### src/rtl/core/slsam_ram.sv
// Generic simple dual-port RAM with one write port and a registered read.
// Used for every on-chip store of the attenuation block; no dependencies.
module slsam_ram #(
    parameter int unsigned WIDTH = 32,
    parameter int unsigned DEPTH = 64,
    localparam int unsigned AW = $clog2(DEPTH)
) (
    input  logic             clk,
    input  logic             we,
    input  logic [AW-1:0]    waddr,
    input  logic [WIDTH-1:0] wdata,
    input  logic [AW-1:0]    raddr,
    output logic [WIDTH-1:0] rdata
);

    logic [WIDTH-1:0] mem_reg [DEPTH];
    logic [WIDTH-1:0] rdata_reg;

    always_ff @(posedge clk) begin
        if (we) begin
            mem_reg[waddr] <= wdata;
        end
        rdata_reg <= mem_reg[raddr];
    end

    assign rdata = rdata_reg;

endmodule

### config.mk
export PLATFORM = sky130hd
export DESIGN_NAME = slsam_ram
export DESIGN_NICKNAME = d
export VERILOG_FILES = /design/src/rtl/core/slsam_ram.sv
export SDC_FILE = /design/constraint.sdc
export NUM_CORES = 2
export LEC_CHECK = 0
export BUFFER_PORTS_ARGS = -buffer_cell sky130_fd_sc_hd__clkbuf_2
export CAP_MARGIN = 10
export CELL_PAD_IN_SITES_DETAIL_PLACEMENT = 1
export CELL_PAD_IN_SITES_GLOBAL_PLACEMENT = 2
export CORE_ASPECT_RATIO = 0.8
export CORE_MARGIN = 2
export CORE_UTILIZATION = 55
export DETAILED_ROUTE_END_ITERATION = 8
export PLACE_DENSITY = 0.94
export SYNTH_ARGS = -nofsm -noshare
export SYNTH_HDL_FRONTEND = slang
export SYNTH_SLANG_ARGS = --single-unit
### constraint.sdc
create_clock -name clk -period 6 [get_ports clk]
set_clock_uncertainty 0.1 [all_clocks]
set_input_delay 0.3 -clock clk [delete_from_list [all_inputs] [get_ports clk]]
set_output_delay 0.3 -clock clk [all_outputs]
set_load 0.02 [all_outputs]
==> out/metrics.csv <==
stage,metric,value,unit
synth,leading area contributor after synthesis,edfxtp_1,
timing,post-layout minimum cycle time,3.35,ns
cells_and_area,Area Growth Syn to Fin,12.6,%
hold_path,worst hold-check path type,input pin to flop,
synth,largest family of logic cells by synthesized area,multiplexers,
flow_run,max-cap viol count,0,
floorplan,core box area,141000,um2
grt,first-pass GRT wire length,322000,um
synth,Post-Syn Instances,3324,
clock_network,clock buffer depth,3,
pwr,P_sw,6.62,mW
synth,synth top area cells,"edfxtp_1, mux4_2, mux2i_1",
clock_network,H-tree Lvls,4,
synth,XOR/XNOR Fraction of Synth Area,0,
routing,detailed-route wire length,230000,um
timing,final slew viol count,0,
timing,final period utilization,0.559,
cells_and_area,flip-flop count of the largest register after layout,2048,
synth,number of flops mapped to enable cells by yosys,2048,
synth,post-synthesis net count,3370,
timing,fmax,0.298,GHz
pwr,Flop pwr share,0.537,
clock_network,clk_lat worst skew,0.84,ns
pwr,internal power,23.5,mW
floorplan,Cell Rows,123,
outcome,outcome,"complete, no violations",
placement,Final GP Congestion,0.801,
synth,adder-cell area share of the yosys netlist,0,
clock_network,CTS tree,yes,
synth,Synthesis Warnings,0,
floorplan,Die Footprint,146000,um2
critical_path,worst path required time,6.55,ns
timing,slew margin rel.,0.130,
synth,Synth Flop Type,edfxtp_1,
pwr,Peak VDD IR,274,uV
clock_network,TritonCTS Buffers,183,
timing,RSZ-0062 raised after global routing,false,
routing,DRC Markers,0,
clock_network,number of clock sinks,2080,
routing,DR vias/cell,7.07,
synth,count of different cell masters after synthesis,34,
synth,commonest cells in the netlist,"edfxtp_1, mux4_2, nor2_1",
synth,sequential share of the synthesized area,0.791,
grt,pin count of the biggest net entering global routing,120,
synth,top-count cell post-synth,edfxtp_1,
synth,post-synthesis mux area share,0.168,
routing,initial DRC count,6554,
pwr,combinational power share,0.052,
synth,simple-gate share of the synthesized area,0.0127,
routing,wire per inst,41.2,um
critical_path,startpoint types,input pin,
synth,synthesized flop and latch total,2080,
critical_path,Critical Path End Type,flop,
placement,DP HPWL,120000,um
synth,Async SR Flop Fraction,0,
floorplan,die span in y,342,um
routing,Final ANT Viol Nets,0,
critical_path,Worst Path Max Fanout,55,
clock_network,clk root buf,clkbuf_16,
floorplan,IO Pins,78,
grt,initial antenna violation count,11,
pwr,Sw Ratio,0.220,
cells_and_area,Total Nets Final,3597,
pwr,clock share of power,0.410,
placement,I/O Buffers,77,
floorplan,Die W,426,um
synth,Synth Area per Inst,23.6,um2
timing,final hold vios,0,
pwr,Power Dens Cells,340,nW/um2
synth,Mapped Area,78500,um2
clock_network,Post-CTS Resized,0,
grt,vias in the first global route,41296,
clock_network,clk slew on worst S/H paths,0.06,ns
critical_path,Crit path arrival time,3.91,ns
timing,# setup viols final,0,
synth,share of the synthesized area in the top cell type,0.783,
grt,Overflow after GRT,0,
synth,compound-gate portion of the synthesized area,0.0167,
cells_and_area,post-layout util,0.626,
floorplan,Initial Util,0.556,
routing,DRT Pass-1 Iters,5,
timing,Worst-Margin Slew,1.31,ns
routing,Vias,39456,
pwr,cell leakage power,27.5,nW
cells_and_area,layout cells sized above 1,0.294,
timing,Setup TNS,0,ns
critical_path,worst setup path category,input pin to flop,
grt,gr usage total,0.321,
==> metrics by stage <==
stage,power [mW],setup WS [ns],hold slack [ns],instances,instance area [um2]
finish,30.1,2.65,0.0428,5583,88400
detailed placement,18.0,1.96,0.636,5219,81900
floorplan,17.2,2.44,0.299,3324,78500
CTS,30.1,2.70,0.000735,5562,88100
global route,30.6,2.50,0.0532,5582,88400
global placement,17.9,2.16,0.621,5219,81900
==> layer usage <==
| layer | share of wire | track usage | wire length (um) | vias to the layer above |
|---|---|---|---|---|
| li1 | - | - | - | 14706 |
| met1 | 0.35 | 0.434 | 79700 | 20809 |
| met2 | 0.49 | 0.512 | 113000 | 3303 |
| met3 | 0.12 | 0.0646 | 26500 | 632 |
| met4 | 0.047 | 0.146 | 10800 | 6 |
| met5 | 0.00018 | 0 | 41 | - |
==> power by group through the flow <==
| stage | clock, mW | combinational (mW) | sequential (mW) |
|---|---|---|---|
| detailed placement | 0 | 1.49 | 16.5 |
| CTS | 12.4 | 1.53 | 16.2 |
| global placement | 0 | 1.41 | 16.5 |
| global route | 12.8 | 1.63 | 16.2 |
| floorplan | 0 | 0.782 | 16.5 |
| finish | 12.3 | 1.57 | 16.2 |
==> critical path: stages <==
cell and delay (ns):
buf_8 0.56, buf_4 0.47, buf_4 0.62, mux4_2 0.60, o22ai_1 0.21, nor2_1 0.11
a21oi_1 0.69, nor2_1 0.24
==> cells by family after synthesis <==
group           after synthesis
flops                      2080
mux                         637
buf+inv                     182
compound gates              202
simple gates                223
==> layout by cell type, fill, tap and decap left out, drive strengths merged, types with 7 or more instances in the layout <==
master       count
a21oi           62
a22oi           12
a311oi           8
buf            142
bufinv          22
clkbuf         296
clkinv          78
dfxtp           32
dlygate4sd3     12
edfxtp        2048
mux2i           93
mux4           544
nand2           26
nand2b           8
nor2           137
nor2b           15
nor3             7
o221ai          27
o22ai           84
==> worst paths after layout <==
| check | startpoint | to | slack (ns) | cells past startpoint |
|---|---|---|---|---|
| setup / recovery | raddr[0] | rdata[21] | 2.65 | 8 |
| hold / removal | wdata[15] | mem_reg[40][15] | 0.04 | 2 |
| setup reg to reg | mem_reg[37][22] | rdata[22] | 3.37 | 5 |
| hold reg to reg | mem_reg[12][8] | rdata[8] | 0.68 | 4 |
==> cell type report <==
class	count	area (um2)
Sequential cell	2080	62100
Clock buffer	226	4970
Multi-Input combinational cell	1062	16000
Clock inverter	111	1130
Tap cell	1875	2350
Timing Repair Buffer	224	1830
Fill cell	11026	52700
Antenna cell	5	12.5
==> timing repair <==
| action | 4_1_cts | 5_1_grt |
|---|---|---|
| setup buffers | 0 | 0 |
| hold buffers | 6 | 6 |
| endpoints found under the hold margin | 43 | 109 |
(Power assumes the default switching activity.)
